### config.mk
export PLATFORM = sky130hd
export DESIGN_NAME = sid_cell
export DESIGN_NICKNAME = d
export VERILOG_FILES = /design/src/sv/sid_pkg.sv /design/src/sv/sid_cell.sv
export SDC_FILE = /design/constraint.sdc
export NUM_CORES = 1
export LEC_CHECK = 0
export BUFFER_PORTS_ARGS = -buffer_cell sky130_fd_sc_hd__buf_2
export CELL_PAD_IN_SITES_DETAIL_PLACEMENT = 2
export CELL_PAD_IN_SITES_GLOBAL_PLACEMENT = 2
export CORE_AREA = 2 2 147 149
export DETAILED_ROUTE_END_ITERATION = 8
export DIE_AREA = 0 0 149 151
export PLACE_DENSITY = 0.81
export SKIP_LAST_GASP = 1
export SLEW_MARGIN = 20
export SYNTH_ARGS = -nofsm -noshare
export SYNTH_HDL_FRONTEND = slang
export SYNTH_SLANG_ARGS = --single-unit
### constraint.sdc
create_clock -name clock -period 4.5 [get_ports clock]
set_input_delay 0.9 -clock clock [delete_from_list [all_inputs] [get_ports clock]]
set_output_delay 0.9 -clock clock [all_outputs]
set_load 0.03 [all_outputs]
### src/sv/sid_pkg.sv
// Shared types and constants for the signed integer divider.
// Used by the channel interfaces and every divider module; depends on nothing.
package sid_pkg;

   // Default operand width in bits.
   localparam int DEFAULT_WIDTH = 32;

   // Result status codes.
   typedef enum logic [1:0] {
      STATUS_OK       = 2'd0,
      STATUS_OVERFLOW = 2'd1,
      STATUS_DIV_ZERO = 2'd2
   } sid_status_type;

   // Per-word side information that travels down the cell chain.
   typedef struct packed {
      logic neg_q;
      logic div_zero;
   } sid_flags_type;

endpackage

### src/sv/sid_cell.sv
// One restoring-division cell: produces one quotient bit and hands the word on.
// Depends on sid_pkg.
module sid_cell #(
   parameter int WIDTH = sid_pkg::DEFAULT_WIDTH
) (
   input  logic                   clock,
   input  logic                   reset,
   input  logic                   advance,
   input  logic                   up_valid,
   input  logic [WIDTH-1:0]       up_rem,
   input  logic [WIDTH-1:0]       up_quo,
   input  logic [WIDTH-1:0]       up_num,
   input  logic [WIDTH-1:0]       up_den,
   input  sid_pkg::sid_flags_type up_flags,
   output logic                   dn_valid,
   output logic [WIDTH-1:0]       dn_rem,
   output logic [WIDTH-1:0]       dn_quo,
   output logic [WIDTH-1:0]       dn_num,
   output logic [WIDTH-1:0]       dn_den,
   output sid_pkg::sid_flags_type dn_flags
);

   logic                   valid_ff;
   logic [WIDTH-1:0]       rem_ff;
   logic [WIDTH-1:0]       rem_in;
   logic [WIDTH-1:0]       quo_ff;
   logic [WIDTH-1:0]       quo_in;
   logic [WIDTH-1:0]       num_ff;
   logic [WIDTH-1:0]       num_in;
   logic [WIDTH-1:0]       den_ff;
   sid_pkg::sid_flags_type flags_ff;
   logic [WIDTH:0]         trial_rem;
   logic [WIDTH:0]         diff;
   logic                   fits;

   // Bring down the next dividend bit and try to subtract the divisor.
   always_comb begin
      trial_rem = {up_rem, up_num[WIDTH-1]};
      diff      = trial_rem - {1'b0, up_den};
      fits      = ~diff[WIDTH];
      rem_in    = fits ? diff[WIDTH-1:0] : trial_rem[WIDTH-1:0];
      quo_in    = {up_quo[WIDTH-2:0], fits};
      num_in    = {up_num[WIDTH-2:0], 1'b0};
   end

   // Valid bit of this cell.
   always_ff @(posedge clock) begin
      if (reset) begin
         valid_ff <= 1'b0;
      end else if (advance) begin
         valid_ff <= up_valid;
      end
   end

   // Partial remainder, quotient and operands handed to the next cell.
   always_ff @(posedge clock) begin
      if (advance) begin
         rem_ff   <= rem_in;
         quo_ff   <= quo_in;
         num_ff   <= num_in;
         den_ff   <= up_den;
         flags_ff <= up_flags;
      end
   end

   assign dn_valid = valid_ff;
   assign dn_rem   = rem_ff;
   assign dn_quo   = quo_ff;
   assign dn_num   = num_ff;
   assign dn_den   = den_ff;
   assign dn_flags = flags_ff;

endmodule

==> out/qor.txt <==
Startpoint Class = input port
R2R depth = 2
Number of max-cap violations = 0
Net switching power = 0.001214 W
Die W = 149 um
Ports = 265
Commonest non-fill, non-tap cell in the layout = buf_2
Largest net degree at the start of global routing = 78
Post-synthesis sequential area ratio = 0.6072
Leak pwr = 3.901 nW
WL final = 21540 um
H-tree levels = 4
Area share of the largest cell type after synthesis = 0.6041
Clk slew on worst S/H paths = 60 ps
Die area = 22500 um^2
Via-to-Cell Ratio = 4.765
Netlist Area Pre-Place = 6412 um^2
Area grow syn2layout = 34.79%
Clock sinks = 130
Cell count after synthesis = 478
Number of buffers created by CTS = 17
First-pass GRT wire length = 32240 um
Hold-critical path depth = 2
Distinct cells, synth = 52
CP endpoint kind = flip-flop
RSZ-0062 raised after global routing = false
Worst-Skew Late Latency = 420 ps
Synth area leader = edfxtp_1
Worst slew pin tran = 759.3 ps
Initial antenna violation count = 3
Synthesized Nets = 645
Port Buffers = 262
Relative slew slack = 0.4938
Area of the multi-input gates = 2300 um^2
RePlAce Congestion = 0.7601
Detail Route Antenna Nets = 0
Critical Path RT = 4670 ps
Synth warn = 0
DR iter-0 viols = 185
Core outline area = 20820 um^2
Logic gate share of total power = 0.237
Pwr Density = 445.8 nW/um^2
Initial Util = 0.3080
VDD IR max = 0.0002615 V
Primary FF master, synth = edfxtp_1
Total GRT Usage = 0.1925
Critical path class = input port to flip-flop
Hold buffers post-CTS = 0
Routed via count = 4965
Final core utilization = 0.4151
Switching Fraction = 0.3151
Crit Path Max Fanout = 11
Syn_area_per_cell = 13.42 um^2
# DRC = 0
Int Pwr = 0.002639 W
Number of placement rows = 53
CP arrival = 3800 ps
Worst hold slack = 513.2 ps
Most frequent cells in the layout = buf_2, edfxtp_1, inv_1, a21oi_1, ha_1
Post-synth EDFFs = 129
Layout cell share with drive strength beyond 1 = 0.4346
Sequential cell area = 3894 um^2
Setup TNS = 0 ps
Seq pwr share = 0.393
Ys async rst share = 0
Fin crit period = 3634 ps
Number of global-route vias before repair = 5566
Clock power share = 0.370
Top cells by area, synth = edfxtp_1, ha_1, mux2_4, a21oi_1, inv_1
Final Skew = 0 ps
Reg2reg setup slack = 3900 ps
DR pass1 iterations = 4
Drt wl/cell = 20.68 um
Detailed placer's ending HPWL = 16450 um
Final-report hold violation count = 0
CTS root buf = clkbuf_16
Period Utilization, post-route = 0.8077
TritonCTS clock tree = done
Die height = 151 um
Nets = 918
Resized cells post-CTS = 0
Outcome = complete, no violations
Yosys reg bits = 130
Fmax = 275.1 MHz
Max Root-Sink Buffers = 2
Post-CTS Setup Bufs = 0
HP Class = flip-flop to flip-flop
PnR Total Power = 0.003853 W
Pins over their slew limit = 0
Final setup fails = 0
Total grt overflow = 0
Fillers = 2223
==> layer usage <==
| layer | GRT usage | vias up | wire length (um) |
|---|---|---|---|
| met5 | 0 | - | 0 |
| met4 | 0.07381 | 0 | 518 |
| met3 | 0.05241 | 32 | 1463 |
| met2 | 0.3539 | 181 | 11240 |
| met1 | 0.2113 | 2417 | 8318 |
| li1 | - | 2335 | - |
==> final cells by class <==
| class | count | share of cell area |
|---|---|---|
| inverter | 38 | 0.01650 |
| sequential | 130 | 0.4505 |
| antenna | 3 | 0.0008686 |
| tap | 275 | 0.03981 |
| clock inverter | 15 | 0.01969 |
| timing repair buffer | 266 | 0.1574 |
| clock buffer | 17 | 0.04922 |
| multi-input combinational | 298 | 0.2661 |
==> critical path, cell delays in order <==
cell,delay (ps)
buf_2,80
inv_1,40
ha_1,240
fa_1,430
nand2b_1,210
a21oi_1,280
o211ai_1,200
a21oi_1,260
o31a_2,210
mux2i_1,320
nor2_4,80
buf_4,210
mux2_4,320
==> power groups by stage <==
stage	logic [W]	clock network (W)	registers, W
after floorplan	0.000356	0	0.00178
after global placement	0.000887	0	0.00153
after detailed placement	0.000916	0	0.00154
after CTS	0.000925	0.00146	0.00152
after global routing	0.000983	0.00151	0.00152
final	0.000914	0.00143	0.00151
==> cells by family after synthesis <==
kind of cell,count (synthesis),share of synthesized area
mux,34,0.07317
xor+xnor,23,0.03141
buf+inv,50,0.03493
fa+ha+maj,33,0.06556
simple gates,100,0.08039
other cells,1,0.0005848
flops,130,0.6072
compound gates,107,0.1067
==> cell usage after synthesis (all sizes together), types with 3 or more instances <==
library cell / instances
mux2: 28
a21oi: 39
nor2b: 5
o21bai: 5
clkbuf: 6
nand2: 27
o21ai: 18
ha: 32
o21a: 5
nand4: 6
xor2: 10
and2: 3
mux2i: 6
o211ai: 6
a211oi: 3
nor3: 4
nor2: 20
and4: 3
and3: 4
edfxtp: 129
nand3: 10
nand2b: 8
xnor2: 13
a21o: 18
a21bo: 3
buf: 6
inv: 38
==> state kept, by name, summed over array words and instances (netlist names) <==
name	flops
dn_rem	32
dn_num	31
dn_flags	2
dn_valid	1
dn_den	32
dn_quo	32
==> worst paths after layout <==
kind                end  startpoint
max          dn_rem[20]  up_num[31]
min            dn_valid    dn_valid
max reg2reg    dn_valid    dn_valid
min reg2reg    dn_valid    dn_valid
==> per-stage QoR <==
stage | worst slack (ps) | cell area (um^2) | cells
6_report | 865.5 | 8643 | 1042
5_1_grt | 680.0 | 8643 | 1042
4_1_cts | 829.2 | 8636 | 1039
3_5_place_dp | 481.0 | 8040 | 1007
3_3_place_gp | 558.6 | 8040 | 1007
2_1_floorplan | 1066 | 6412 | 478
Note: power is estimated with default switching activity, not from simulation.
