[config.mk]
export PLATFORM = sky130hd
export DESIGN_NAME = sid_front_flat
export DESIGN_NICKNAME = d
export VERILOG_FILES = /design/src/sv/sid_pkg.sv /design/src/sv/sid_if.sv /design/src/sv/sid_front.sv /design/src/flat_wrapper.sv
export SDC_FILE = /design/constraint.sdc
export NUM_CORES = 1
export LEC_CHECK = 0
export ABC_AREA = 1
export ABC_CLOCK_PERIOD_IN_PS = 1350
export BUFFER_PORTS_ARGS = -buffer_cell sky130_fd_sc_hd__buf_2
export CORE_AREA = 2 2 94 96
export DETAILED_ROUTE_END_ITERATION = 6
export DIE_AREA = 0 0 96 98
export HOLD_SLACK_MARGIN = 0.05
export PLACE_DENSITY = 0.89
export REMOVE_ABC_BUFFERS = 1
export SYNTH_ARGS = -nofsm -noshare
export SYNTH_HDL_FRONTEND = slang
export SYNTH_SLANG_ARGS = --single-unit
[constraint.sdc]
create_clock -name clock -period 1.35 [get_ports clock]
set_input_delay 0.2025 -clock clock [delete_from_list [all_inputs] [get_ports clock]]
set_output_delay 0.2025 -clock clock [all_outputs]
set_load 0.02 [all_outputs]
[src/sv/sid_pkg.sv]
// Shared types and constants for the signed integer divider.
// Used by the channel interfaces and every divider module; depends on nothing.
package sid_pkg;

   // Default operand width in bits.
   localparam int DEFAULT_WIDTH = 32;

   // Result status codes.
   typedef enum logic [1:0] {
      STATUS_OK       = 2'd0,
      STATUS_OVERFLOW = 2'd1,
      STATUS_DIV_ZERO = 2'd2
   } sid_status_type;

   // Per-word side information that travels down the cell chain.
   typedef struct packed {
      logic neg_q;
      logic div_zero;
   } sid_flags_type;

endpackage

[src/sv/sid_if.sv]
// Valid/ready channel interfaces for the divider request and response words.
// Depends on sid_pkg for the default width.
interface sid_req_if #(parameter int WIDTH = sid_pkg::DEFAULT_WIDTH);
   logic             valid;
   logic             ready;
   logic [WIDTH-1:0] dividend;
   logic [WIDTH-1:0] divisor;

   modport source (output valid, output dividend, output divisor, input ready);
   modport sink   (input valid, input dividend, input divisor, output ready);
endinterface


[src/sv/sid_front.sv]
// Input stage: takes a request word and registers operand magnitudes, quotient sign and divide-by-zero flags.
// Depends on sid_pkg and sid_req_if.
module sid_front #(
   parameter int WIDTH = sid_pkg::DEFAULT_WIDTH
) (
   input  logic                  clock,
   input  logic                  reset,
   input  logic                  advance,
   sid_req_if.sink               req,
   output logic                  dn_valid,
   output logic [WIDTH-1:0]      dn_num,
   output logic [WIDTH-1:0]      dn_den,
   output sid_pkg::sid_flags_type dn_flags
);

   logic                   valid_ff;
   logic [WIDTH-1:0]       num_ff;
   logic [WIDTH-1:0]       num_in;
   logic [WIDTH-1:0]       den_ff;
   logic [WIDTH-1:0]       den_in;
   sid_pkg::sid_flags_type flags_ff;
   sid_pkg::sid_flags_type flags_in;
   logic                   neg_a;
   logic                   neg_b;

   // The whole chain moves together, so a word is taken whenever it advances.
   assign req.ready = advance;

   // Operand magnitudes and the sign of the quotient.
   always_comb begin
      neg_a             = req.dividend[WIDTH-1];
      neg_b             = req.divisor[WIDTH-1];
      num_in            = neg_a ? (~req.dividend + WIDTH'(1)) : req.dividend;
      den_in            = neg_b ? (~req.divisor + WIDTH'(1)) : req.divisor;
      flags_in.neg_q    = neg_a ^ neg_b;
      flags_in.div_zero = (req.divisor == '0);
   end

   // Valid bit of the input stage.
   always_ff @(posedge clock) begin
      if (reset) begin
         valid_ff <= 1'b0;
      end else if (advance) begin
         valid_ff <= req.valid;
      end
   end

   // Payload registers.
   always_ff @(posedge clock) begin
      if (advance) begin
         num_ff   <= num_in;
         den_ff   <= den_in;
         flags_ff <= flags_in;
      end
   end

   assign dn_valid = valid_ff;
   assign dn_num   = num_ff;
   assign dn_den   = den_ff;
   assign dn_flags = flags_ff;

endmodule

[src/flat_wrapper.sv]
// flat-port wrapper written by rule: the top's interface ports become plain ports
module sid_front_flat 
#(
   parameter int WIDTH = sid_pkg::DEFAULT_WIDTH
)
  (clock, reset, advance, dn_valid, dn_num, dn_den, dn_flags, req_valid, req_dividend, req_divisor, req_ready);
  sid_req_if #(.WIDTH(WIDTH)) req_i ();
  input  logic clock;
  input  logic reset;
  input  logic advance;
  output logic dn_valid;
  output logic [WIDTH-1:0] dn_num;
  output logic [WIDTH-1:0] dn_den;
  output sid_pkg::sid_flags_type dn_flags;
  input wire logic [$bits(req_i.valid)-1:0] req_valid;
  input wire logic [$bits(req_i.dividend)-1:0] req_dividend;
  input wire logic [$bits(req_i.divisor)-1:0] req_divisor;
  output wire logic [$bits(req_i.ready)-1:0] req_ready;
  assign req_i.valid = req_valid;
  assign req_i.dividend = req_dividend;
  assign req_i.divisor = req_divisor;
  assign req_ready = req_i.ready;
  sid_front #(.WIDTH(WIDTH)) u_core (.clock(clock), .reset(reset), .advance(advance), .req(req_i), .dn_valid(dn_valid), .dn_num(dn_num), .dn_den(dn_den), .dn_flags(dn_flags));
endmodule
==> impl_metrics.tcl <==
set metrics [dict create \
    io_pins 136 \
    synthAdderAreaFrac_pct 1.20 \
    fmax_ghz 0.869 \
    dpl.hpwl_um 9240 \
    synthMuxAreaShare_pct 0.241 \
    avgViaCountPerCell 5.03 \
    yosysSeqAreaShare_pct 48.2 \
    grtUsageTotal_pct 25.2 \
    fin_util_pct 66.5 \
    setup_viol 0 \
    layout-drive-gt1-share_pct 34.3 \
    fin_skew_ns 0 \
    start_util_pct 49.1 \
    clk-insertion-delay-late_ns 0.35 \
    hold_buffers 3 \
    crit_fanout 1 \
    avgSynthCellArea_um2 8.05 \
    hold_class "in -> reg" \
    netlist_area_um2 4150 \
    synth-compound-area-share_pct 3.43 \
    synth_top_family_by_area "simple AND/OR/NAND/NOR gates" \
    fin_nets 790 \
    p_per_area_nw_per_um2 986 \
    die_w_um 96 \
    drc 0 \
    tightest_slew_ns 0.322 \
    synthSimpleGateAreaFrac_pct 35.6 \
    worstSetupStartpointType "flip-flop" \
    crit_path_end_kind "output pin" \
    critical_path_required_ns 1.15 \
    antenna_found_initial 0 \
    hold_violations 0 \
    ys_ff_latch 67 \
    crit_chain "buf_2" \
    wirelength_um 11500 \
    netlist_instances 516 \
    drv_slew 0 \
    grt_pass1_wl_um 18300 \
    wl_per_cell_um 13.8 \
    cts_tree "done" \
    critPathBufInv 1 \
    grt_pass1_vias 4138 \
    synth-edff-count 66 \
    yosys_warnings 0 \
    die_area_um2 9410 \
    crit_slowest_cell "edfxtp_1" \
    synth_xor_area_share_pct 5.90 \
    yosysUniqueCellTypes 26 \
    first_pass_iters 5 \
    rows 34 \
    yosysMostFrequentCell "nand2_1" \
    syn_to_final_growth_pct 35.6 \
    path_class "reg -> out" \
    core_area_um2 8470 \
    htree_levels 3 \
    synth_top_flop_cell "edfxtp_1" \
    total_power_mw 5.55 \
    synthTopCellsByArea "edfxtp_1 (48%), nand2_1 (16%), nor2_1 (7.0%)" \
    cpLargestDelayFamily "flip-flops" \
    final_area_um2 5630 \
    yosys.area.top_type "edfxtp_1" \
    place_area_um2 5410 \
    dieHeight_um 98 \
    postCtsSetupRepairBufs 0 \
    grt_max_degree 40 \
    netlist.area_leader.share_pct 47.7 \
    path_clk_slew_ns 0.08 \
    slew_headroom_pct 78.3 \
    ant_nets 0 \
    io_buffers 135 \
    peakVddDrop_uv 525 \
    arrival_ns 0.95 \
    vias 4174 \
    clockBufferDepth 2 \
    async_flop_share_pct 0 \
    timing.max_cap.violations 0 \
    finalWeightedCongestion 0.942 \
    min_period_ns 1.15 \
    rsz0062_at_grt "no" \
    diodes 0 \
    grt-ovfl-total 0 \
    max_stage_delay_ns 0.42 \
    timing.final.crit_share_pct 85.2 \
    cts_sinks 67 \
    p_leak_nw 2.64 \
    cts_root_buf "clkbuf_8" \
    cts_buffers 9 \
    yosys-top-cells-count "nand2_1 (179), nor2_1 (78), edfxtp_1 (66)" \
    drt_iter0_markers 124 \
    cts-resized-gates 0 \
    outcome "finished, final reports clean" \
]
==> cell type report <==
class                           instances  area, um^2
Fill cell                             712        2830
Sequential cell                        67        2000
Multi-Input combinational cell        394        1930
Timing Repair Buffer                  199        1200
Inverter                               47         178
Tap cell                              108         135
Clock buffer                            9         124
Clock inverter                          6        67.6
==> state kept, by name (all words and copies together) (netlist names) <==
name             count
u_core.dn_den       32
u_core.dn_valid      1
u_core.dn_flags      2
u_core.dn_num       32
==> routing by layer <==
layer	vias up	global-route usage (%)	wire (um)
met3	17	5.56	1050
met4	0	8.24	219
met1	1885	29.3	4310
met5	-	0	0
li1	2058	-	-
met2	214	45.1	5870
==> cells by family after synthesis <==
group | count (synthesis)
AOI/OAI and AO/OA | 25
xor gates and xnor gates | 28
adders and majority gates | 4
buffers and inverters | 55
DFF | 67
muxes | 1
and+or+nand+nor | 336
==> cell usage in the layout, fill, tap and decap left out <==
master / instances
clkinvlp_4: 2
mux2i_1: 1
nor3_1: 3
nand2_2: 5
o21ai_1: 8
o21ai_2: 4
o21ai_0: 9
inv_1: 46
edfxtp_1: 66
nand2_4: 1
nand3b_1: 5
buf_2: 135
ha_1: 4
bufinv_16: 1
nand2_1: 179
dlygate4sd3_1: 3
nand3_1: 35
dfxtp_1: 1
buf_4: 58
a21oi_1: 3
clkinv_2: 2
o211ai_1: 1
nand4_1: 4
nor2_1: 78
nor2_4: 11
clkinv_4: 2
buf_12: 3
clkbuf_8: 9
xor2_1: 10
xnor2_1: 18
nor2_2: 15
==> where the power goes <==
part / switching [mW] / internal, mW / total (mW)
clock: 0.809 / 0.845 / 1.65
combinational: 0.827 / 0.501 / 1.33
sequential: 0.0483 / 2.52 / 2.57
total: 1.68 / 3.87 / 5.55
==> through the flow <==
step	hold WS, ns	instances	setup TNS [ns]	setup slack (ns)
finish	0.0954	830	0	0.200
global route	0.111	830	0	0.0763
CTS	0.0917	830	0	0.196
detailed placement	0.361	812	-2.64	-0.123
global placement	0.360	812	-1.20	-0.0925
floorplan	0.275	508	0	0.0812
==> worst paths after layout <==
check | from | endpoint | slack [ns] | depth (start not counted)
hold reg to reg | u_core.dn_valid | u_core.dn_valid | 0.50 | 2
setup reg to reg | u_core.dn_valid | u_core.dn_valid | 0.77 | 2
setup / recovery | u_core.dn_num[18] | dn_num[18] | 0.20 | 1
hold / removal | req_valid | u_core.dn_valid | 0.1 | 3
Power figures use the tool's default switching activity.
