==> src/sv/sid_pkg.sv <==
// Shared types and constants for the signed integer divider.
// Used by the channel interfaces and every divider module; depends on nothing.
package sid_pkg;

   // Default operand width in bits.
   localparam int DEFAULT_WIDTH = 32;

   // Result status codes.
   typedef enum logic [1:0] {
      STATUS_OK       = 2'd0,
      STATUS_OVERFLOW = 2'd1,
      STATUS_DIV_ZERO = 2'd2
   } sid_status_type;

   // Per-word side information that travels down the cell chain.
   typedef struct packed {
      logic neg_q;
      logic div_zero;
   } sid_flags_type;

endpackage

==> src/sv/sid_if.sv <==


interface sid_rsp_if #(parameter int WIDTH = sid_pkg::DEFAULT_WIDTH);
   logic             valid;
   logic             ready;
   logic [WIDTH-1:0] quotient;
   logic [1:0]       status;

   modport source (output valid, output quotient, output status, input ready);
   modport sink   (input valid, input quotient, input status, output ready);
endinterface

==> src/sv/sid_back.sv <==
// Output stage: sign fix-up, overflow and divide-by-zero handling, response register.
// Depends on sid_pkg and sid_rsp_if.
module sid_back #(
   parameter int WIDTH = sid_pkg::DEFAULT_WIDTH
) (
   input  logic                   clock,
   input  logic                   reset,
   input  logic                   up_valid,
   input  logic [WIDTH-1:0]       up_quo,
   input  sid_pkg::sid_flags_type up_flags,
   output logic                   advance,
   sid_rsp_if.source              rsp
);

   localparam logic [WIDTH-1:0] MaxPos = {1'b0, {(WIDTH-1){1'b1}}};

   logic                    valid_ff;
   logic [WIDTH-1:0]        quo_ff;
   logic [WIDTH-1:0]        quo_in;
   sid_pkg::sid_status_type status_ff;
   sid_pkg::sid_status_type status_in;

   // The chain moves unless a finished word waits and the receiver stalls.
   assign advance = ~valid_ff | rsp.ready;

   // Final quotient and status.
   always_comb begin
      priority if (up_flags.div_zero) begin
         quo_in    = '0;
         status_in = sid_pkg::STATUS_DIV_ZERO;
      end else if (up_flags.neg_q) begin
         quo_in    = ~up_quo + WIDTH'(1);
         status_in = sid_pkg::STATUS_OK;
      end else if (up_quo[WIDTH-1]) begin
         // Most negative value divided by minus one does not fit.
         quo_in    = MaxPos;
         status_in = sid_pkg::STATUS_OVERFLOW;
      end else begin
         quo_in    = up_quo;
         status_in = sid_pkg::STATUS_OK;
      end
   end

   // Response valid bit.
   always_ff @(posedge clock) begin
      if (reset) begin
         valid_ff <= 1'b0;
      end else if (advance) begin
         valid_ff <= up_valid;
      end
   end

   // Response payload.
   always_ff @(posedge clock) begin
      if (advance) begin
         quo_ff    <= quo_in;
         status_ff <= status_in;
      end
   end

   assign rsp.valid    = valid_ff;
   assign rsp.quotient = quo_ff;
   assign rsp.status   = status_ff;

endmodule

==> src/flat_wrapper.sv <==
// flat-port wrapper written by rule: the top's interface ports become plain ports
module sid_back_flat 
#(
   parameter int WIDTH = sid_pkg::DEFAULT_WIDTH
)
  (clock, reset, up_valid, up_quo, up_flags, advance, rsp_valid, rsp_quotient, rsp_status, rsp_ready);
  sid_rsp_if #(.WIDTH(WIDTH)) rsp_i ();
  input  logic clock;
  input  logic reset;
  input  logic up_valid;
  input  logic [WIDTH-1:0] up_quo;
  input  sid_pkg::sid_flags_type up_flags;
  output logic advance;
  output wire logic [$bits(rsp_i.valid)-1:0] rsp_valid;
  output wire logic [$bits(rsp_i.quotient)-1:0] rsp_quotient;
  output wire logic [$bits(rsp_i.status)-1:0] rsp_status;
  input wire logic [$bits(rsp_i.ready)-1:0] rsp_ready;
  assign rsp_valid = rsp_i.valid;
  assign rsp_quotient = rsp_i.quotient;
  assign rsp_status = rsp_i.status;
  assign rsp_i.ready = rsp_ready;
  sid_back #(.WIDTH(WIDTH)) u_core (.clock(clock), .reset(reset), .up_valid(up_valid), .up_quo(up_quo), .up_flags(up_flags), .advance(advance), .rsp(rsp_i));
endmodule
==> config.mk <==
export PLATFORM = sky130hd
export DESIGN_NAME = sid_back_flat
export DESIGN_NICKNAME = d
export VERILOG_FILES = /design/src/sv/sid_pkg.sv /design/src/sv/sid_if.sv /design/src/sv/sid_back.sv /design/src/flat_wrapper.sv
export SDC_FILE = /design/constraint.sdc
export NUM_CORES = 1
export LEC_CHECK = 0
export CAP_MARGIN = 20
export CORE_MARGIN = 4
export CORE_UTILIZATION = 40
export DETAILED_ROUTE_END_ITERATION = 8
export DONT_BUFFER_PORTS = 1
export PLACE_DENSITY_LB_ADDON = 0.25
export SLEW_MARGIN = 20
export SYNTH_ARGS = -nofsm -noshare
export SYNTH_HDL_FRONTEND = slang
export SYNTH_SLANG_ARGS = --single-unit
==> constraint.sdc <==
create_clock -name clock -period 1.8 [get_ports clock]
set_input_delay 0.36 -clock clock [delete_from_list [all_inputs] [get_ports clock]]
set_output_delay 0.36 -clock clock [all_outputs]
set_load 0.01 [all_outputs]
==> results.yml, run 1 <==
pwr:
  total_power_mw: 1.84
  power.share.combinational: 0.106
  p_clk_frac: 0.325
  pwr_density_cell_nw_per_um2: 702
  p_sw_mw: 0.456
  p_seq_frac: 0.569
  p_leak_nw: 0.913
  swShare: 0.248
  p_int_mw: 1.38
  ir_drop_uv: 278
critical_path:
  startpoint_type: "primary input"
  end_kind: "flop"
  worst_path_max_delay_cell: "o311a_2"
  path_class: "in2reg"
  worst-r2r-setup-slack_ps: 780
  cp_data_arrival_time_ps: 1740
  worstReg2RegStart: "u_core.rsp.valid$_SDFFE_PP0P_"
  cpPeakStageDelay_ps: 400
  crit_fanout: 11
  reg2reg_to: "u_core.rsp.quotient[21]$_SDFFCE_PP0P_"
  crit_required_ps: 1890
  r2r_cells: 2
  cp_cell_sequence: "nor4_1, nand4_1, buf_4, o311a_2, a211oi_1"
sta:
  setup_viol: 0
  slew_headroom: 0.618
  drv_slew: 0
  hold_viol_final: 0
  worstMarginPinSlew_ps: 572
  max_freq_mhz: 607
  post-route-period-util: 0.916
  min_period_ps: 1650
  skew_ps: 5.06
  timing.final.ws_setup_ps: 152
  rsz0062_at_grt: "false"
cells_and_area:
  fin_cells: 316
  antennaDiodeCount: 0
  drive_gt1_frac: 0.213
  nets: 282
  syn2layout_area_growth_pct: 14.9
synth:
  synthMuxAreaShare: 0
  ys_ff_latch: 35
  synth.area.top_cells: "edfxtp_1, a21oi_1, a211oi_1"
  synth_edf_count: 34
  synth_xor_xnor_area_share: 0
  ys_warn_count: 0
  yosys.area.top_type_share: 0.448
  synthArstFlopShare: 0
  post-synth-top-area-cell: "edfxtp_1"
  synth_compound_area_frac: 0.243
  synthAdderAreaFrac: 0.00549
  synth.most_common_cell: "edfxtp_1"
  synth_cells: 227
  synthFlopType: "edfxtp_1"
  ys_types: 45
  synth_area_um2: 2280
  yosys-top-cells-count: "edfxtp_1, a21oi_1, nor2_1"
  syn_nets: 266
  synth_top_family_by_area: "simple AND/OR/NAND/NOR gates"
  synth_seq_area_share: 0.457
  synthSimpleGateAreaFrac: 0.246
  syn-mean-instance-area_um2: 10.0
detailed_routing:
  routed_wl_um: 6410
  wl_per_cell_um: 20.3
  via_per_inst: 6.43
  drc: 0
  drt_iter0_markers: 177
  antenna_left: 0
  firstDrtPassIters: 4
  dr_total_vias: 2031
clock_network:
  cts_tree: "yes"
  clockBufferDepth: 2
  clock_sinks: 35
  post_cts_buffers: 0
  cts_root_buffer: "clkbuf_8"
  htreeDepth: 2
  cts_buffers: 5
  clk_pin_slew_worst_paths_ps: 70
  clk_latency_ps: 280
min_path:
  min_path_type: "in2reg"
  holdCritStartpoint: "reset"
  worstHoldPathCells: 1
  whs_endpoint: "u_core.rsp.valid$_SDFFE_PP0P_"
grt:
  grt_pass1_wl_um: 10800
  grt_overflow: 0
  grt_max_degree: 46
  antenna_found_initial: 0
  grt_usage: 0.189
  grt_pass1_vias: 2005
die:
  initial_core_util: 0.414
  fp.dieW_um: 83.5
  dieArea_um2: 6970
  pin_count: 74
  rows: 27
  core-area_um2: 5510
  die_h_um: 83.5
placement:
  io_buffers: 0
  dpl.hpwl_um: 4460
  dp_slack_ps: -203
  dpl.cell_count: 308
  routabilityCongestion: 0.777
run_status:
  outcome: "complete, no violations"
flow_run:
  maxCapViolCount: 0
flip-flops by register name (all words and copies together), names as in the netlist:
register / flops
u_core.rsp.status: 2
u_core.rsp.quotient: 32
u_core.rsp.valid: 1
layout make-up:
cell class                 count  area, um^2
clock buffer                   7        86.3
clock inverter                 1        5.00
fill                         522        2890
inverter                      14        55.1
multi-input combinational    163        1160
sequential                    35        1040
tap                           72        90.1
timing repair buffer          24         180
cells in the final DEF, fill, tap and decap left out, types with 4 or more instances in the layout:
cell type  instances
a211oi_1          10
a21oi_1           19
a311oi_1           7
a31oi_1            6
buf_4             24
clkbuf_8           6
edfxtp_1          34
inv_1             12
nand2_1           10
nand3_1            8
nand4_1            7
nor2_1            18
nor3_1             7
nor4_1            12
o211a_1            4
o311a_1            5
o31ai_1            4
o41ai_1            4
per-layer routing:
metal  vias to the layer above  global-route usage  part of all wire
li1                        961                   -                 -
met1                       979               0.255              0.44
met2                        83               0.285              0.46
met3                         8              0.0691             0.086
met4                         0              0.0556             0.013
met5                         -                   0                 0
what timing repair did:
| item | CTS | global route |
|---|---|---|
| endpoints found under the setup margin | 0 | 1 |
| resized for setup | 0 | 1 |
| hold buffers | 0 | 0 |
cells by family after synthesis:
family | count (synthesis)
adders and majority gates | 1
and+or+nand+nor | 88
DFF | 35
buffers and inverters | 29
AOI/OAI and AO/OA | 74
worst max-delay path: cells and delay by family:
| family | cells | cell delay (ps) |
|---|---|---|
| simple gates | 2 | 490 |
| buf+inv | 1 | 200 |
| compound gates | 2 | 690 |
worst max-delay path by stage:
stage	start	endpoint	slack, ps	cells past startpoint
global route	up_quo[19]	u_core.rsp.quotient[28]$_SDFFCE_PP0P_	40	4
finish	up_quo[13]	u_core.rsp.quotient[27]$_SDFFCE_PP0P_	150	5
global placement	up_quo[19]	u_core.rsp.quotient[24]$_SDFFCE_PP0P_	-110	5
detailed placement	up_quo[19]	u_core.rsp.quotient[24]$_SDFFCE_PP0P_	-200	5
floorplan	up_quo[19]	u_core.rsp.quotient[28]$_SDFFCE_PP0P_	-50	4
CTS	up_quo[19]	u_core.rsp.quotient[24]$_SDFFCE_PP0P_	110	5
through the flow:
| stage | area, um^2 | setup TNS, ps | util | hold WS, ps |
|---|---|---|---|---|
| after detailed placement | 2520 | -751 | 0.458 | 432 |
| after CTS | 2610 | 0 | 0.475 | 121 |
| after global placement | 2520 | -583 | 0.458 | 429 |
| final | 2620 | 0 | 0.476 | 131 |
| after floorplan | 2310 | -157 | - | 429 |
| after global routing | 2620 | 0 | 0.476 | 125 |
power by group through the flow:
stage	Combinational, mW	Clock [mW]	Sequential [mW]
floorplan	0.166	0	1.06
global placement	0.192	0	1.07
detailed placement	0.194	0	1.07
CTS	0.196	0.619	1.05
global route	0.225	0.653	1.05
finish	0.195	0.597	1.05
No activity file was read; power rests on OpenSTA's default activity.
==> run 2, diff against run 1 <==
--- a/config.mk
+++ b/config.mk
@@ -5,6 +5,7 @@
 export SDC_FILE = /design/constraint.sdc
 export NUM_CORES = 1
 export LEC_CHECK = 0
+export ABC_AREA = 1
 export CAP_MARGIN = 20
 export CORE_MARGIN = 4
 export CORE_UTILIZATION = 40
==> results.yml, run 2 <==
grt:
  grt_pass1_wl_um: 10000
  antenna_found_initial: 0
  grt_overflow: 0
  grt_max_degree: 37
  grt_usage: 0.176
  grt_pass1_vias: 2040
placement:
  dp_slack_ps: 140
  io_buffers: 0
  dpl.hpwl_um: 4650
  routabilityCongestion: 0.877
min_path:
  min_path_type: "in2reg"
sta:
  setup_viol: 0
  drv_slew: 0
  max_freq_mhz: 732
  worstMarginPinSlew_ps: 251
  setup-tns-final_ps: 0
  timing.final.ws_setup_ps: 435
  rsz0062_at_grt: "false"
  skew_ps: 5.04
  slew_headroom: 0.832
  post-route-period-util: 0.759
  min_period_ps: 1370
  hold_viol_final: 0
cells_and_area:
  syn2layout_area_growth_pct: 9.01
  final_common_cell: "nor2_1"
  nets: 365
  fillCellCount: 589
  seqCellArea_um2: 1040
  largest_register_ff_count: 32
  final_cell_mix: "nor2_1, nand2_1, edfxtp_1, inv_1, nand3_1"
  antennaDiodeCount: 0
  drive_gt1_frac: 0.116
  multi_input_area_um2: 1170
  finish.utilization: 0.459
clock_network:
  clk_latency_ps: 290
  htreeDepth: 2
  cts_root_buffer: "clkbuf_8"
  cts-resized-gates: 0
  cts_hold_buf: 0
  clockBufferDepth: 2
  cts_tree: "yes"
  clk_pin_slew_worst_paths_ps: 70
  clock_sinks: 35
  post_cts_buffers: 0
  cts_buffers: 5
synth:
  synth.area.top_cells: "edfxtp_1, nor2_1, nand2_1"
  synthFlopType: "edfxtp_1"
  synth_area_um2: 2360
  synth_edf_count: 34
  ys_ff_latch: 35
  yosys-top-cells-count: "nor2_1, nand2_1, edfxtp_1"
  post-synth-top-area-cell: "edfxtp_1"
  ys_warn_count: 0
  syn-mean-instance-area_um2: 7.29
  yosys.area.top_type_share: 0.432
  ys_types: 25
  synthArstFlopShare: 0
  syn_nets: 363
  synth_seq_area_share: 0.441
  synth.most_common_cell: "nor2_1"
  synth_cells: 324
detailed_routing:
  routed_wl_um: 6100
  drt_iter0_markers: 181
  wl_per_cell_um: 15.3
  firstDrtPassIters: 4
  antenna_left: 0
  drc: 0
  via_per_inst: 5.21
  dr_total_vias: 2077
flow_run:
  maxCapViolCount: 0
critical_path:
  end_kind: "flop"
  cp_data_arrival_time_ps: 1420
  crit_fanout: 5
  path_class: "in2reg"
  crit_required_ps: 1850
  startpoint_type: "primary input"
die:
  initial_core_util: 0.421
  pin_count: 74
  die_h_um: 84.8
  dieArea_um2: 7200
  fp.dieW_um: 84.8
  rows: 27
  core-area_um2: 5610
pwr:
  p_leak_nw: 1.06
  pwr_density_cell_nw_per_um2: 832
  ir_drop_uv: 403
run_status:
  outcome: "complete, no violations"
==> run 2: cell types whose count changed in the layout (fill, tap and decap cells not counted), moves of 10 or more <==
cell | previous run | this run
nor2_1 | 18 | 85
nand2_1 | 10 | 71
buf_4 | 24 | 3
nand3_1 | 8 | 22
inv_1 | 12 | 25
nor4_1 | 12 | 0
o21ai_0 | 2 | 14
nand2_2 | 0 | 11
a211oi_1 | 10 | 0
==> run 2: per-stage QoR <==
stage / total power, mW / cells / hold WS [ps] / cell area [um^2]
floorplan: 1.26 / 324 / 429 / 2360
CTS: 2.17 / 399 / 119 / 2570
finish: 2.14 / 399 / 128 / 2570
global route: 2.25 / 399 / 108 / 2570
detailed placement: 1.30 / 391 / 433 / 2440
global placement: 1.30 / 391 / 430 / 2440
==> run 2: routing by layer <==
layer  track usage  wire, um  vias to the layer above
li1              -         -                     1063
met1         0.225      2700                      942
met2         0.276      2820                       66
met3        0.0699       509                        6
met4        0.0489        66                        0
met5             0         0                        -
==> run 2: final cells by class <==
cell class / count / share of cell area
inverters: 26 / 0.0379
clock buffers: 5 / 0.0267
flip-flops and latches: 35 / 0.404
repair buffers: 4 / 0.0165
multi-input cells: 254 / 0.453
clock inverters: 3 / 0.0263
well taps: 72 / 0.0350
==> run 2: logic make-up after synthesis <==
kind of cell,after synthesis,share of synthesized area
adder cells (fa/ha/maj),1,0.00530
flip-flops,35,0.441
AND/OR/NAND/NOR,207,0.381
AO/OA/AOI/OAI,46,0.108
buffers and inverters,35,0.0652
==> run 2: path summary, 6_finish.rpt <==
| kind | startpoint | end | slack [ps] | cells past startpoint |
|---|---|---|---|---|
| max reg2reg | u_core.rsp.valid$_SDFFE_PP0P_ | u_core.rsp.quotient[17]$_SDFFCE_PP0P_ | 790 | 2 |
| max | up_quo[0] | u_core.rsp.quotient[18]$_SDFFCE_PP0P_ | 430 | 9 |
| min reg2reg | u_core.rsp.valid$_SDFFE_PP0P_ | u_core.rsp.valid$_SDFFE_PP0P_ | 820 | 3 |
| min | reset | u_core.rsp.valid$_SDFFE_PP0P_ | 130 | 1 |
==> run 2: critical path, stage by stage <==
cell      delay (ps)
inv_1            110
ha_1             170
nand3_1          160
nand2_2          150
nand3b_1         160
nor2_2           150
nand2_1           60
nand2_1           50
nor2_1            40
==> run 2: where the power goes <==
| group | leakage (nW) | internal [mW] | total (mW) | switching [mW] |
|---|---|---|---|---|
| logic | 0.611 | 0.0888 | 0.239 | 0.150 |
| clock network | 0.0644 | 0.552 | 0.857 | 0.305 |
| registers | 0.384 | 0.981 | 1.05 | 0.0647 |
| total | 1.06 | 1.62 | 2.14 | 0.519 |
==> run 3, diff against run 2 <==
==> constraint.sdc (replaced) <==
create_clock -name clock -period 1.2 [get_ports clock]
set_input_delay 0.24 -clock clock [delete_from_list [all_inputs] [get_ports clock]]
set_output_delay 0.24 -clock clock [all_outputs]
set_load 0.01 [all_outputs]
==> results.yml, run 3 (synthesis results as in run 2) <==
cells_and_area:
  nets: 381
  syn2layout_area_growth_pct: 17.1
  fillCellCount: 569
  largest_register_ff_count: 32
  final_cell_mix: "nor2_1, nand2_1, edfxtp_1, inv_1, nand3_1"
  fin_cells: 415
  antennaDiodeCount: 0
  design_area_um2: 2760
  final_common_cell: "nor2_1"
  drive_gt1_frac: 0.175
  finish.utilization: 0.493
grt:
  grt_max_degree: 35
  grt_pass1_wl_um: 10500
  grt_overflow: 0
  grt_usage: 0.185
  grt_pass1_vias: 2047
  antenna_found_initial: 0
pwr:
  p_leak_nw: 1.17
  p_seq_frac: 0.531
  pwr_density_cell_nw_per_um2: 1070
  p_clk_frac: 0.321
  p_sw_mw: 0.771
  swShare: 0.261
  power.share.combinational: 0.148
  p_int_mw: 2.19
  ir_drop_uv: 666
critical_path:
  end_kind: "output port"
  crit_required_ps: 960
  startpoint_type: "flop"
  r2r_cells: 2
  path_class: "reg2out"
  crit_fanout: 9
  cp_data_arrival_time_ps: 910
min_path:
  worstHoldPathCells: 1
  min_path_type: "in2reg"
detailed_routing:
  via_per_inst: 5.25
  firstDrtPassIters: 4
  dr_total_vias: 2178
  routed_wl_um: 6630
  drt_iter0_markers: 141
  wl_per_cell_um: 16.0
  drc: 0
  antenna_left: 0
clock_network:
  cts_tree: "yes"
  htreeDepth: 2
  cts_root_buffer: "clkbuf_8"
  cts_hold_buf: 0
  clk_pin_slew_worst_paths_ps: 70
  clock_sinks: 35
  clockBufferDepth: 2
  clk_latency_ps: 290
  cts_buffers: 5
placement:
  dpl.cell_count: 405
  io_buffers: 0
  dpl.hpwl_um: 4850
  place_area_um2: 2600
  routabilityCongestion: 0.851
die:
  pin_count: 74
  dieArea_um2: 7200
  initial_core_util: 0.421
  fp.dieW_um: 84.8
  die_h_um: 84.8
  rows: 27
  core-area_um2: 5610
sta:
  min_period_ps: 1150
  worstMarginPinSlew_ps: 292
  slew_headroom: 0.803
  rsz0062_at_grt: "false"
  setup_viol: 0
  hold_viol_final: 0
  max_freq_mhz: 871
  drv_slew: 0
  post-route-period-util: 0.956
  hold_slack_ps: 16.7
  skew_ps: 11.3
run_status:
  outcome: "complete, no violations"
flow_run:
  maxCapViolCount: 0
run 3: changes by cell type in the layout (fill, tap and decap cells not counted), moves of 2 or more:
cell | before | now
clkbuf_8 | 5 | 7
nand2_4 | 0 | 3
bufinv_16 | 2 | 0
nand2_2 | 11 | 9
inv_1 | 25 | 23
buf_4 | 3 | 16
run 3: metrics by stage:
stage / total power, mW / worst slack (ps) / TNS [ps]
4_1_cts: 2.98 / 7.62 / 0
6_report: 2.96 / 52.5 / 0
2_1_floorplan: 1.91 / -21.6 / -21.6
5_1_grt: 3.12 / 20.9 / 0
3_3_place_gp: 2.00 / -143 / -1410
3_5_place_dp: 2.01 / -144 / -1930
run 3: power by group through the flow:
stage	sequential (mW)	combinational, mW	clock (mW)
after floorplan	1.58	0.323	0
after global placement	1.60	0.403	0
after detailed placement	1.60	0.412	0
after CTS	1.58	0.430	0.977
after global routing	1.58	0.498	1.04
final	1.57	0.438	0.951
run 3: final timing paths:
check	startpoint	end	slack [ps]
setup / recovery	u_core.rsp.valid$_SDFFE_PP0P_	advance	50
hold / removal	reset	u_core.rsp.valid$_SDFFE_PP0P_	20
setup reg to reg	u_core.rsp.valid$_SDFFE_PP0P_	u_core.rsp.quotient[25]$_SDFFCE_PP0P_	110
hold reg to reg	u_core.rsp.valid$_SDFFE_PP0P_	u_core.rsp.status[1]$_SDFFCE_PP1P_	750
run 3: layout make-up:
type | count | area, um^2 | area share
repair buffers | 20 | 218 | 0.0788
well taps | 72 | 90.1 | 0.0326
flip-flops and latches | 35 | 1040 | 0.378
clock buffers | 8 | 100 | 0.0362
inverters | 26 | 100 | 0.0362
multi-input cells | 254 | 1210 | 0.438
run 3: repair_timing:
item | CTS | global route
setup endpoints to repair | 1 | 1
endpoints found under the hold margin | 0 | 0
pin swaps | 0 | 0
cloned | 1 | 1
setup buffers | 0 | 0
resized for setup | 1 | 2
run 3: routing by layer:
metal	global-route usage	vias up	routed length, um
li1	-	1091	-
met1	0.238	998	2790
met2	0.303	84	3160
met3	0.0621	5	643
met4	0.0374	0	34
met5	0	-	0
run 3: critical path, stage by stage (launching register included):
cell and delay [ps]:
dfxtp_4 360, nand2_4 110, buf_12 150
